--- src/rtl/bda_pkg.sv ---
// shared types and constants for the button debouncer with auto-repeat
package bda_pkg;

  localparam int CNT_W = 16;
  localparam int REG_W = 16;
  localparam int DEB_W = 8;
  localparam int CMP_W = (CNT_W > REG_W) ? CNT_W : REG_W;
  localparam int IDX_W = 2;

  localparam logic [CNT_W-1:0] CNT_MAX = {CNT_W{1'b1}};

  localparam logic             RST_ACTIVE_LOW = 1'b1;
  localparam logic [DEB_W-1:0] RST_DEBOUNCE   = DEB_W'(20);
  localparam logic [REG_W-1:0] RST_DELAY      = REG_W'(500);
  localparam logic [REG_W-1:0] RST_RATE       = REG_W'(200);

  typedef logic [IDX_W-1:0] cfg_idx_t;

  localparam cfg_idx_t REG_ACTIVE_LOW = 2'd0;
  localparam cfg_idx_t REG_DEBOUNCE   = 2'd1;
  localparam cfg_idx_t REG_DELAY      = 2'd2;
  localparam cfg_idx_t REG_RATE       = 2'd3;

  typedef enum logic [1:0] {
    EV_NONE    = 2'd0,
    EV_PRESS   = 2'd1,
    EV_RELEASE = 2'd2,
    EV_REPEAT  = 2'd3
  } event_t;

  typedef struct packed {
    logic             active_low;
    logic [DEB_W-1:0] debounce_ticks;
    logic [REG_W-1:0] repeat_delay;
    logic [REG_W-1:0] repeat_rate;
  } cfg_t;

endpackage

--- src/rtl/bda_if.sv ---
// stream interfaces for sample, result and register write channels
interface bda_in_if;
  logic valid;
  logic ready;
  logic raw_level;
  modport source (output valid, output raw_level, input ready);
  modport sink (input valid, input raw_level, output ready);
endinterface

interface bda_out_if;
  logic       valid;
  logic       ready;
  logic [1:0] event_res;
  logic       pressed;
  modport source (output valid, output event_res, output pressed, input ready);
  modport sink (input valid, input event_res, input pressed, output ready);
endinterface

interface bda_cfg_if;
  logic        valid;
  logic        ready;
  logic [1:0]  index;
  logic [15:0] data;
  modport source (output valid, output index, output data, input ready);
  modport sink (input valid, input index, input data, output ready);
endinterface

--- src/rtl/bda_core.sv ---
// debounce and auto-repeat state, one update per step
module bda_core
  import bda_pkg::*;
(
  input  logic   clk,
  input  logic   rst_n,
  input  logic   step,
  input  logic   raw_level,
  input  cfg_t   cfg,
  output event_t ev,
  output logic   pressed
);

  logic             last_r, last_nxt;
  logic             stable_r, stable_nxt;
  logic [CNT_W-1:0] since_change_r, since_change_nxt;
  logic [CNT_W-1:0] since_fire_r, since_fire_nxt;
  logic             pending_r, pending_nxt;

  logic             sample;
  logic [CNT_W-1:0] fire_inc;
  logic [REG_W-1:0] interval;
  logic             deb_ok;

  always_comb begin
    sample   = raw_level ^ cfg.active_low;
    fire_inc = (since_fire_r == CNT_MAX) ? CNT_MAX : since_fire_r + 1'b1;
    interval = pending_r ? cfg.repeat_delay : cfg.repeat_rate;

    last_nxt         = sample;
    stable_nxt       = stable_r;
    pending_nxt      = pending_r;
    since_fire_nxt   = fire_inc;
    ev               = EV_NONE;

    if (sample != last_r) begin
      since_change_nxt = '0;
    end else begin
      since_change_nxt = (since_change_r == CNT_MAX) ? CNT_MAX : since_change_r + 1'b1;
    end

    deb_ok = CMP_W'(since_change_nxt) >= CMP_W'(cfg.debounce_ticks);

    if (deb_ok) begin
      if (sample != stable_r) begin
        stable_nxt = sample;
        if (sample) begin
          since_fire_nxt = '0;
          pending_nxt    = 1'b1;
          ev             = EV_PRESS;
        end else begin
          ev = EV_RELEASE;
        end
      end else if (stable_r && (CMP_W'(fire_inc) >= CMP_W'(interval))) begin
        since_fire_nxt = '0;
        pending_nxt    = 1'b0;
        ev             = EV_REPEAT;
      end
    end

    pressed = stable_nxt;
  end

  always_ff @(posedge clk) begin
    if (!rst_n) begin
      last_r         <= 1'b0;
      stable_r       <= 1'b0;
      since_change_r <= '0;
      since_fire_r   <= '0;
      pending_r      <= 1'b0;
    end else if (step) begin
      last_r         <= last_nxt;
      stable_r       <= stable_nxt;
      since_change_r <= since_change_nxt;
      since_fire_r   <= since_fire_nxt;
      pending_r      <= pending_nxt;
    end
  end

endmodule

--- src/rtl/button_debounce_autorepeat.sv ---
// top level: debounced push button with press, release and auto-repeat events
//
// in_bus carries one raw pin sample per tick; every accepted beat gives exactly
// one beat on out_bus with the event code (none, press, release, repeat) and the
// debounced pressed state after that sample.
// cfg_bus writes the polarity, debounce time, first repeat delay and repeat
// rate; it is always ready and should only be used while no sample is in flight.
// a sample is captured in an input register, the state update runs in one pass
// of compares and counter increments, and the result lands in the output
// register, whose valid flag stays high on out_bus until the result beat is taken.
// throughput is one sample per cycle while out_bus is ready; the output and
// input registers together let a new sample enter while a finished result
// waits to be taken. when out_bus stalls, the input register holds one more
// sample and in_bus ready drops until the output register is emptied.
// reset restores the register defaults (active low, 20, 500, 200 ticks), clears
// the debounced state, counters and the valid flags of both pipeline registers.
module button_debounce_autorepeat
  import bda_pkg::*;
(
  input  logic      clk,
  input  logic      rst_n,
  bda_in_if.sink    in_bus,
  bda_out_if.source out_bus,
  bda_cfg_if.sink   cfg_bus
);

  cfg_t   cfg_r;
  logic   in_v_r;
  logic   raw_r;
  logic   out_v_r;
  event_t ev_r;
  logic   pressed_r;

  logic   adv;
  event_t core_ev;
  logic   core_pressed;

  assign cfg_bus.ready = 1'b1;

  always_ff @(posedge clk) begin
    if (!rst_n) begin
      cfg_r.active_low     <= RST_ACTIVE_LOW;
      cfg_r.debounce_ticks <= RST_DEBOUNCE;
      cfg_r.repeat_delay   <= RST_DELAY;
      cfg_r.repeat_rate    <= RST_RATE;
    end else if (cfg_bus.valid) begin
      case (cfg_bus.index)
        REG_ACTIVE_LOW: cfg_r.active_low     <= cfg_bus.data[0];
        REG_DEBOUNCE:   cfg_r.debounce_ticks <= cfg_bus.data[DEB_W-1:0];
        REG_DELAY:      cfg_r.repeat_delay   <= cfg_bus.data[REG_W-1:0];
        REG_RATE:       cfg_r.repeat_rate    <= cfg_bus.data[REG_W-1:0];
        default: begin
        end
      endcase
    end
  end

  // stage moves when the input register holds a sample and the output register is empty or being drained
  assign adv          = in_v_r && (!out_v_r || out_bus.ready);
  assign in_bus.ready = !in_v_r || adv;

  always_ff @(posedge clk) begin
    if (!rst_n) begin
      in_v_r <= 1'b0;
    end else if (in_bus.ready) begin
      in_v_r <= in_bus.valid;
    end
  end

  always_ff @(posedge clk) begin
    if (in_bus.ready && in_bus.valid) begin
      raw_r <= in_bus.raw_level;
    end
  end

  bda_core u_core (
    .clk       (clk),
    .rst_n     (rst_n),
    .step      (adv),
    .raw_level (raw_r),
    .cfg       (cfg_r),
    .ev        (core_ev),
    .pressed   (core_pressed)
  );

  always_ff @(posedge clk) begin
    if (!rst_n) begin
      out_v_r <= 1'b0;
    end else if (adv) begin
      out_v_r <= 1'b1;
    end else if (out_bus.ready) begin
      out_v_r <= 1'b0;
    end
  end

  always_ff @(posedge clk) begin
    if (adv) begin
      ev_r      <= core_ev;
      pressed_r <= core_pressed;
    end
  end

  assign out_bus.valid     = out_v_r;
  assign out_bus.event_res = ev_r;
  assign out_bus.pressed   = pressed_r;

endmodule

--- src/flat_wrapper.sv ---
// flat-port wrapper written by rule: the top's interface ports become plain ports
module button_debounce_autorepeat_flat import bda_pkg::*;
  (clk, rst_n, in_bus_valid, in_bus_raw_level, in_bus_ready, out_bus_valid, out_bus_event_res, out_bus_pressed, out_bus_ready, cfg_bus_valid, cfg_bus_index, cfg_bus_data, cfg_bus_ready);
  bda_in_if in_bus_i ();
  bda_out_if out_bus_i ();
  bda_cfg_if cfg_bus_i ();
  input  logic clk;
  input  logic rst_n;
  input wire logic [$bits(in_bus_i.valid)-1:0] in_bus_valid;
  input wire logic [$bits(in_bus_i.raw_level)-1:0] in_bus_raw_level;
  output wire logic [$bits(in_bus_i.ready)-1:0] in_bus_ready;
  output wire logic [$bits(out_bus_i.valid)-1:0] out_bus_valid;
  output wire logic [$bits(out_bus_i.event_res)-1:0] out_bus_event_res;
  output wire logic [$bits(out_bus_i.pressed)-1:0] out_bus_pressed;
  input wire logic [$bits(out_bus_i.ready)-1:0] out_bus_ready;
  input wire logic [$bits(cfg_bus_i.valid)-1:0] cfg_bus_valid;
  input wire logic [$bits(cfg_bus_i.index)-1:0] cfg_bus_index;
  input wire logic [$bits(cfg_bus_i.data)-1:0] cfg_bus_data;
  output wire logic [$bits(cfg_bus_i.ready)-1:0] cfg_bus_ready;
  assign in_bus_i.valid = in_bus_valid;
  assign in_bus_i.raw_level = in_bus_raw_level;
  assign in_bus_ready = in_bus_i.ready;
  assign out_bus_valid = out_bus_i.valid;
  assign out_bus_event_res = out_bus_i.event_res;
  assign out_bus_pressed = out_bus_i.pressed;
  assign out_bus_i.ready = out_bus_ready;
  assign cfg_bus_i.valid = cfg_bus_valid;
  assign cfg_bus_i.index = cfg_bus_index;
  assign cfg_bus_i.data = cfg_bus_data;
  assign cfg_bus_ready = cfg_bus_i.ready;
  button_debounce_autorepeat u_core (.clk(clk), .rst_n(rst_n), .in_bus(in_bus_i), .out_bus(out_bus_i), .cfg_bus(cfg_bus_i));
endmodule
--- config.mk ---
export PLATFORM = sky130hd
export DESIGN_NAME = button_debounce_autorepeat_flat
export DESIGN_NICKNAME = d
export VERILOG_FILES = /design/src/rtl/bda_pkg.sv /design/src/rtl/bda_if.sv /design/src/rtl/bda_core.sv /design/src/rtl/button_debounce_autorepeat.sv /design/src/flat_wrapper.sv
export SDC_FILE = /design/constraint.sdc
export NUM_CORES = 1
export LEC_CHECK = 0
export ABC_AREA = 0
export BUFFER_PORTS_ARGS = -buffer_cell sky130_fd_sc_hd__buf_2
export CORE_AREA = 5 5 109 111
export CTS_BUF_LIST = sky130_fd_sc_hd__clkbuf_4 sky130_fd_sc_hd__clkbuf_8 sky130_fd_sc_hd__clkbuf_16
export DETAILED_ROUTE_END_ITERATION = 10
export DIE_AREA = 0 0 114 116
export GPL_ROUTABILITY_DRIVEN = 0
export PLACE_DENSITY = 0.58
export REMOVE_ABC_BUFFERS = 1
export SETUP_SLACK_MARGIN = 0.5
export SLEW_MARGIN = 20
export SYNTH_ARGS = -nofsm -noshare
export SYNTH_HDL_FRONTEND = slang
export SYNTH_SLANG_ARGS = --single-unit
--- constraint.sdc ---
create_clock -name clk -period 10.95 [get_ports clk]
set_clock_uncertainty 0.2 [all_clocks]
set_input_delay 2.19 -clock clk [delete_from_list [all_inputs] [get_ports clk]]
set_output_delay 2.19 -clock clk [all_outputs]
set_load 0.01 [all_outputs]
==> results of run 1 <==
==> critical path, cell delays in order <==
cell and delay, ns:
buf_2 0.10, nor2b_1 0.21, nand2_1 0.10, buf_2 0.15
==> cells in the final DEF (no fill, tap or decap), drive strengths merged, types with 2 or more instances in the layout <==
master,n
edfxtp,4
a31oi,9
and2,4
a211oi,4
a21o,5
and3,5
nand2,128
clkbuf,10
a311oi,4
xor2,9
a21oi,39
nand2b,3
and4,3
xnor2,8
or2,4
a221o,2
a21boi,30
nor2b,14
nor2,30
dfxtp,78
nand3,25
mux2i,26
o22ai,3
o21ai,21
o211ai,2
mux2,2
nor3b,6
or3,3
nand4,10
inv,14
ha,26
nor3,9
buf,30
==> sequential cells by signal, summed over array words and instances, names as in the netlist <==
signal                        count
u_core.cfg_r                     41
u_core.u_core.since_change_r     16
u_core.u_core.since_fire_r       16
u_core.out_bus.event_res          2
u_core.in_v_r                     1
u_core.out_bus.pressed            1
u_core.out_bus.valid              1
u_core.raw_r                      1
u_core.u_core.last_r              1
u_core.u_core.pending_r           1
u_core.u_core.stable_r            1
==> stage by stage <==
step / hold WS (ns) / power [W] / cell area [um^2] / std cells / setup slack, ns
after floorplan: 0.2380 / 0.0003590 / 4578 / 545 / 6.066
after global placement: 0.2497 / 0.0003805 / 4908 / 715 / 5.619
after detailed placement: 0.2559 / 0.0003823 / 4908 / 715 / 5.511
after CTS: 0.2714 / 0.0005859 / 5082 / 729 / 5.810
after global routing: 0.2924 / 0.0006108 / 5082 / 729 / 5.744
final: 0.2689 / 0.0005813 / 5082 / 729 / 5.807
==> metal layers <==
metal  GRT usage, %  vias up  wire length [um]
met4          4.751        0                99
met5              0        -                 0
met2          26.39       74              4800
met3          3.185        7               361
li1               -     2034                 -
met1          24.34     1857              5407
==> worst min-delay path by stage <==
| stage | end | slack [ns] |
|---|---|---|
| floorplan | u_core.cfg_r[3] | 0.24 |
| finish | u_core.cfg_r[19] | 0.27 |
| global placement | u_core.cfg_r[26] | 0.25 |
| global route | u_core.cfg_r[9] | 0.29 |
| detailed placement | u_core.cfg_r[18] | 0.26 |
| CTS | u_core.cfg_r[17] | 0.27 |
==> final cells by class <==
class                           instances  area (um^2)
Clock buffer                           10        148.9
Clock inverter                          4        25.02
Fill cell                            1098         5615
Inverter                               12        45.04
Multi-Input combinational cell        451         2851
Sequential cell                        82         1682
Tap cell                              140        175.2
Timing Repair Buffer                   30        155.1
==> kinds of logic (layout without fill, tap and decap cells) <==
family	count (synthesis)	in the layout	share of synthesized area (%)
flops	82	82	35.38
buf+inv	46	56	4.633
other cells	1	1	0.07889
fa+ha+maj	26	26	6.844
compound gates	127	127	17.90
simple gates	252	252	25.69
xor+xnor	17	17	3.448
mux	28	28	6.028
==> where the power goes <==
part | switching [W] | internal (W)
sequential | 0.00000592 | 0.000309
clock | 0.000113 | 0.0000937
combinational | 0.0000377 | 0.0000223
==> metrics.txt, run 1 <==
top-count cell post-synth nand2_1; Area contributors post-synth dfxtp_1 33%, nand2_1 10%, ha_1 6.8%; Total GRT Usage between 10% and 20%; type of the tightest min-delay check reg2reg; Avg Inst Size Synth slightly above 8 um^2; reg-to-reg startpoint u_core.u_core.since_fire_r[0]; final setup fails 0; fraction of registers with async set/reset 0%; number of global-route vias before repair around 3800; Yosys reg bits 82; LEAKAGE a little under 2 nW; maximum vdd drop roughly 0.061 mV; Data arrival, critical path between 2 and 3 ns; reg2reg path depth 14; Post-synth EDFFs 4; die height about 120 um; Worst Setup SP out_bus_ready; Final Hold Viols 0; final HPWL from detailed placement roughly 7500 um; share of layout cells above drive strength 1 12.05%; Post-CTS Resized 0; Synth top area share ~33%; via/cell ratio roughly 5.4; Worst-Margin Slew ~1.1 ns; Die Wd around 110 um; Starting Density between 40 and 50%; Hold Path Origin u_core.cfg_r[19]; Startpoint Class input port; # nets final 636; first-pass GRT wire length roughly 18000 um; Setup CP Type in2out; Max-slew headroom ~28%; Required @ worst endpoint approximately 8.6 ns; Remaining DRCs 0; row cnt 38; max-cap viol count 0; Final min period 5.143 ns; Iter 0 DRT Violations approximately 240; leading area contributor after synthesis dfxtp_1; WHS Path Cells 2; max frequency slightly below 200 MHz; commonest cells in the synthesized netlist 128 x nand2_1, 78 x dfxtp_1, 38 x a21oi_1; routed vias a little under 4000; core area between 10000 and 15000 um^2; Synth Instances 579; synth unique cells 67; per-cell routed wire length approximately 15 um; CTS tree yes; Setup TNS Final 0 ns; hold_buf cts 0; # diodes 0; reg2reg end u_core.u_core.since_fire_r[11]; Post-CTS Repair Setup Buffers 0; Max H-tree Level 3; R2R Setup Slk between 6 and 7 ns; Crit. End Element output pin; status completed; cts bufs inserted 9; grt total ovfl 0; input/output buffers 28; Max FO, Critical Path 4; P&R area growth vs syn 6.923%; post-route antenna net violation count 0; Final Cycle Share 46.97%; Root Buffer clkbuf_8; yosys warns 0; DR pass1 iterations 4; Die Area around 13000 um^2; Critical Path End in_bus_ready; post-synthesis sequential area ratio a little over a third; ys flop type dfxtp_1; Ports 30; Reg clk slew, reported paths ~0.080 ns; clk sinks 82; largest net degree at the start of global routing 65; Slew Limit Fails 0; final core occ a little under half; antenna violations before repair 0; Mapped Area between 4000 and 5000 um^2; Clock Latency Late Sink between 0.3 and 0.4 ns; Routed WL 10670 um; clk buf depth 2; RSZ-0062 raised after global routing false; pwr/cell area 114.4 nW/um^2
No activity file was read; power rests on OpenSTA's default activity.
==> run 2: changes to the inputs <==
--- a/config.mk
+++ b/config.mk
@@ -12,7 +12,7 @@
 export DETAILED_ROUTE_END_ITERATION = 10
 export DIE_AREA = 0 0 114 116
 export GPL_ROUTABILITY_DRIVEN = 0
-export PLACE_DENSITY = 0.58
+export PLACE_DENSITY = 0.61
 export REMOVE_ABC_BUFFERS = 1
 export SETUP_SLACK_MARGIN = 0.5
 export SLEW_MARGIN = 20
==> constraint.sdc (replaced) <==
create_clock -name clk -period 4.7 [get_ports clk]
set_clock_uncertainty 0.2 [all_clocks]
set_input_delay 0.94 -clock clk [delete_from_list [all_inputs] [get_ports clk]]
set_output_delay 0.94 -clock clk [all_outputs]
set_load 0.01 [all_outputs]
==> metrics.txt, run 2 (synthesis gave the netlist of run 1 again) <==
max-cap viol count 0 (unchanged); final HPWL from detailed placement 7595 um (+1.7%); met1 Use GR 23.40% (-0.94 points); core area 10700 um^2 (unchanged); Setup CP Type reg2reg; Required @ worst endpoint 4.77 ns (-3.79 ns); Worst-Margin Slew 0.8926 ns (-0.1845 ns); Final min period slightly below 4 ns; status completed; P&R area growth vs syn 9.897%; final setup fails 0 (unchanged); met3 GRT Util 2.559% (-0.63 points); antenna violations before repair 0 (unchanged); cts bufs inserted 9 (unchanged); Root Buffer clkbuf_8; Reg clk slew, reported paths 0.09 ns (about the same); Final Hold Viols 0 (unchanged); Crit. End Element flip-flop; Routed WL 10940 um (+2.5%); die height 116 um (unchanged); critical path's slowest cell or3_2; clk sinks 82 (unchanged); Total GRT Usage 16.92% (-0.12 points); maximum vdd drop 0.1733 mV (+190%); Most common cell on crit path o21ai_0; post-route antenna net violation count 0 (unchanged); Placed Cells 719 (+0.56%); max frequency 255.6 MHz; Max FO, Critical Path 9 (+5); number of global-route vias before repair 3956 (+4.2%); via/cell ratio 5.561 (+2.1%); clk buf depth 2 (unchanged); Ports 30 (unchanged); worst path cell trace nand4_1, or3_2, or2_0, a21o_1, ha_1, nor2b_1, o21ai_0, a31oi_1, o21ai_0, o211ai_2, nand3_4, a311oi_1; Iter 0 DRT Violations 240 (+2.1%); Remaining DRCs 0 (unchanged); max FFs per register 41 (unchanged); commonest non-fill, non-tap cell in the layout nand2_1; final setup margin 0.7873 ns (-5.020 ns); Final Cycle Share about 83%; per-cell routed wire length 14.86 um (+1.5%); WP buf/inv 0 (-2); type of the tightest min-delay check reg2reg; Clock Latency Late Sink 0.36 ns (about the same); input/output buffers 28 (unchanged); final core occ 48.83% (+1.3 points); Starting Density 44.43% (unchanged); share of layout cells above drive strength 1 13.93% (+1.9 points); fillers 1079 (-1.7%); CTS tree yes; Die Wd 114 um (unchanged); CP peak stage delay 0.53 ns (+0.32 ns); largest net degree at the start of global routing 38 (-42%); grt total ovfl 0 (unchanged); Slew Limit Fails 0 (unchanged); most frequent cells in the layout 128 x nand2_1, 77 x dfxtp_1, 37 x a21oi_1; Startpoint Class flip-flop; GRT Max-Usage Layer met2; # diodes 0 (unchanged); Setup TNS Final 0 ns (unchanged); first-pass GRT wire length 18240 um (-0.71%); top flop regs u_core.cfg_r x41, u_core.u_core.since_change_r x16, u_core.u_core.since_fire_r x16; Largest Register u_core.cfg_r; Max-slew headroom 40.41% (+12 points); worst slack at placement 0.5887 ns (-4.922 ns); Layout Cells excl Fill 736 (+0.96%); Data arrival, critical path 3.99 ns (+1.24 ns); Max H-tree Level 3 (unchanged); pwr/cell area 283.0 nW/um^2 (+150%); Die Area 13220 um^2 (unchanged); # nets final 642 (+0.94%); LEAKAGE 2.028 nW (+3.8%); met2 Usage GRT 27.01% (+0.62 points); RSZ-0062 raised after global routing false; delay-heaviest family, CP simple AND/OR/NAND/NOR gates; row cnt 38 (unchanged); routed vias 4093 (+3.0%); DR pass1 iterations 5 (+1)
-- run 2: layer usage --
layer	up-vias	part of all wire [%]	wire length, um
met5	-	0	0
met4	0	1.5	164
met3	13	4.5	487
met2	110	45	4962
met1	1919	49	5324
li1	2051	-	-
-- run 2: worst reg2reg max path, stage by stage (launching register included) --
cell and delay [ns]:
dfxtp_1 0.44, nand4_1 0.24, or3_2 0.53, or2_0 0.39
a21o_1 0.27, ha_1 0.29, nor2b_1 0.11, o21ai_0 0.10
a31oi_1 0.20, o21ai_0 0.17, o211ai_2 0.39, nand3_4 0.21
a311oi_1 0.30
-- run 2: worst paths after layout --
kind                                         start                             end  slack, ns  cells after the start
setup / recovery  u_core.u_core.since_change_r[10]  u_core.u_core.since_fire_r[11]       0.79                     12
hold reg to reg                   u_core.cfg_r[26]                u_core.cfg_r[26]       0.27                      2
hold / removal                    u_core.cfg_r[26]                u_core.cfg_r[26]       0.27                      2
setup reg to reg  u_core.u_core.since_change_r[10]  u_core.u_core.since_fire_r[11]       0.79                     12
-- run 2: final cells by class --
| type | count | area, um^2 | share of cell area (%) |
|---|---|---|---|
| timing repair buffer | 35 | 192.7 | 3.689 |
| multi-input combinational | 452 | 2897 | 55.45 |
| inverter | 12 | 45.04 | 0.8623 |
| clock inverter | 5 | 82.58 | 1.581 |
| tap | 140 | 175.2 | 3.353 |
| clock buffer | 10 | 148.9 | 2.850 |
| sequential | 82 | 1683 | 32.22 |
-- run 2: timing repair --
| action | in CTS | in global routing |
|---|---|---|
| endpoints found under the setup margin | 0 | 17 |
| hold buffers | 0 | 0 |
| setup buffers | 0 | 1 |
| resized for setup | 0 | 7 |
-- run 2: where the power goes --
part	total, W	internal (W)	leakage (nW)	switching [W]
sequential	0.000733	0.000720	0.673	0.0000137
combinational	0.000145	0.0000543	1.24	0.0000912
clock	0.000600	0.000332	0.118	0.000268
total	0.00148	0.00111	2.03	0.000373
-- run 2: stage by stage --
step | instance area (um^2) | hold WS, ns | total power (W)
final | 5224 | 0.2680 | 0.001479
after global routing | 5224 | 0.2890 | 0.001542
after global placement | 4938 | 0.2496 | 0.0008876
after detailed placement | 4941 | 0.2536 | 0.0008927
after floorplan | 4578 | 0.2380 | 0.0008365
after CTS | 5172 | 0.2696 | 0.001489
==> run 3: changes to the inputs <==
==> constraint.sdc (replaced) <==
create_clock -name clk -period 3.3 [get_ports clk]
set_clock_uncertainty 0.2 [all_clocks]
set_input_delay 0.66 -clock clk [delete_from_list [all_inputs] [get_ports clk]]
set_output_delay 0.66 -clock clk [all_outputs]
set_load 0.01 [all_outputs]
==> metrics.txt, run 3 (synthesis gave the netlist of run 1 again) <==
status finished with violations; failing checks negative setup slack; Most common cell on crit path buf_4; grt total ovfl 0 (unchanged); reg2reg end u_core.u_core.since_fire_r[10]; Slew Limit Fails 0 (unchanged); clk buf depth 2 (unchanged); # diodes 0 (unchanged); row cnt 38 (unchanged); Largest Register u_core.cfg_r; CTS tree yes; Total GRT Usage 20.17% (+3.3 points); via/cell ratio 5.481 (-1.4%); max FFs per register 41 (unchanged); maximum vdd drop 0.3341 mV (+93%); Min Hold Slack 0.2696 ns (+0.001508 ns); Clock Latency Late Sink 0.36 ns (about the same); LEAKAGE 2.548 nW (+26%); Root Buffer clkbuf_8; reg2reg path depth 17 (+5); Max H-tree Level 3 (unchanged); Die Area 13220 um^2 (unchanged); largest net degree at the start of global routing 41 (+7.9%); critical path's slowest cell dfxtp_2; type of the tightest min-delay check reg2reg; Ports 30 (unchanged); routed vias 4522 (+10%); most frequent cells in the layout 119 x nand2_1, 86 x buf_4, 70 x dfxtp_1; pwr/cell area 337.1 nW/um^2 (+19%); Reg clk slew, reported paths 0.09 ns (about the same); final setup margin -0.1657 ns (-0.9530 ns); max-cap viol count 0 (unchanged); Final min period 3.466 ns (-0.4470 ns); Worst-Margin Slew 0.7898 ns (-0.1028 ns); Max-slew headroom 47.35% (+6.9 points); hold_buf cts 0 (unchanged); worst path cell trace buf_4, and4_4, nand3_4, nor2_4, buf_4, xnor2_1, nand2_2, ha_1, and4_4, nor4b_4, a211oi_2, a21oi_1, buf_4, o211ai_4, buf_12, nand3_4, nor3_2; final setup fails 17 (+17); core area 10700 um^2 (unchanged); final HPWL from detailed placement 8460 um (+11%); max frequency 288.5 MHz (+13%); Hold Path Origin u_core.cfg_r[11]; Worst Setup SP u_core.u_core.since_fire_r[1]; Crit. End Element flip-flop; first-pass GRT wire length 21580 um (+18%); total power 0.002136 W (+44%); per-cell routed wire length 16.22 um (+9.2%); Critical Path End u_core.u_core.since_fire_r[10]; Die Wd 114 um (unchanged); Startpoint Class flip-flop; die height 116 um (unchanged); reg-to-reg startpoint u_core.u_core.since_fire_r[1]; Remaining DRCs 0 (unchanged); Final Cycle Share 105.0% (+22 points); Max FO, Critical Path 8 (-1); clk sinks 82 (unchanged); Iter 0 DRT Violations 259 (+7.9%); input/output buffers 28 (unchanged); R2R Setup Slk -0.17 ns (-0.95 ns); antenna violations before repair 0 (unchanged); DR pass1 iterations 4 (-1); commonest non-fill, non-tap cell in the layout nand2_1; cts bufs inserted 9 (unchanged); top flop regs u_core.cfg_r x41, u_core.u_core.since_change_r x16, u_core.u_core.since_fire_r x16; # nets final 730 (+14%); CP peak stage delay 0.36 ns (-0.17 ns); Setup CP Type reg2reg; P&R area growth vs syn 33.27%; number of global-route vias before repair 4585 (+16%); Required @ worst endpoint 3.36 ns (-1.41 ns); final core occ 59.22% (+10 points); Starting Density 44.43% (unchanged); Data arrival, critical path 3.53 ns (-0.46 ns); share of layout cells above drive strength 1 34.45% (+21 points); RSZ-0062 raised after global routing true; post-route antenna net violation count 0 (unchanged); WHS Path Cells 2 (unchanged); Final Hold Viols 0 (unchanged); Routed WL 13390 um (+22%)
==> run 3: cell types whose count changed in the layout (fill, tap and decap cells not counted), moves of 9 or more <==
cell	delta
nand2_1	-9
a21oi_2	+10
a21oi_1	-11
buf_4	+79
o21ai_0	-9
==> run 3: critical path, delay by kind of cell (launching register included) <==
kind	cells	cell delay, ns
adders and majority gates	1	0.32
buffers and inverters	4	0.61
DFF	1	0.36
xor gates and xnor gates	1	0.14
AOI/OAI and AO/OA	3	0.43
and+or+nand+nor	8	1.28
==> run 3: per-stage QoR <==
stage,instance area (um^2),setup TNS [ns],std cells,setup slack (ns)
floorplan,4578,-8.555,545,-0.5109
global placement,5381,-3.882,778,-0.2756
detailed placement,5381,-5.797,778,-0.3717
CTS,6038,0,823,0.01692
global route,6335,-4.808,825,-0.3213
finish,6335,-2.005,825,-0.1657
==> run 3: worst min-delay path by stage <==
stage,to,slack [ns]
2_1_floorplan,u_core.cfg_r[3],0.24
3_3_place_gp,u_core.cfg_r[12],0.25
3_5_place_dp,u_core.cfg_r[18],0.25
4_1_cts,u_core.raw_r,0.25
5_1_grt,u_core.raw_r,0.25
6_report,u_core.cfg_r[11],0.27
==> run 3: where the power goes <==
part	internal (W)	switching [W]	leakage (nW)
sequential	0.00103	0.0000189	0.676
clock	0.000402	0.000400	0.112
combinational	0.000124	0.000165	1.76
==> run 3: final cells by class <==
type | count | area [um^2]
multi-input combinational | 452 | 3302
tap | 140 | 175.2
fill | 932 | 4363
inverter | 12 | 45.04
sequential | 82 | 1692
timing repair buffer | 123 | 902.1
clock inverter | 6 | 70.07
clock buffer | 10 | 148.9
==> run 3: layer usage <==
layer,vias to the layer above,track usage (%),part of all wire [%]
met3,25,4.439,4.7
met5,-,0,0
met1,2145,25.65,46
met4,0,8.630,1.9
li1,2222,-,-
met2,130,33.10,48
==> run 3: what timing repair did <==
action | CTS | global route
pin swaps | 38 | 27
gates resized for setup | 50 | 58
cloned | 2 | 0
endpoints found under the setup margin | 21 | 21
buffers inserted | 27 | 2
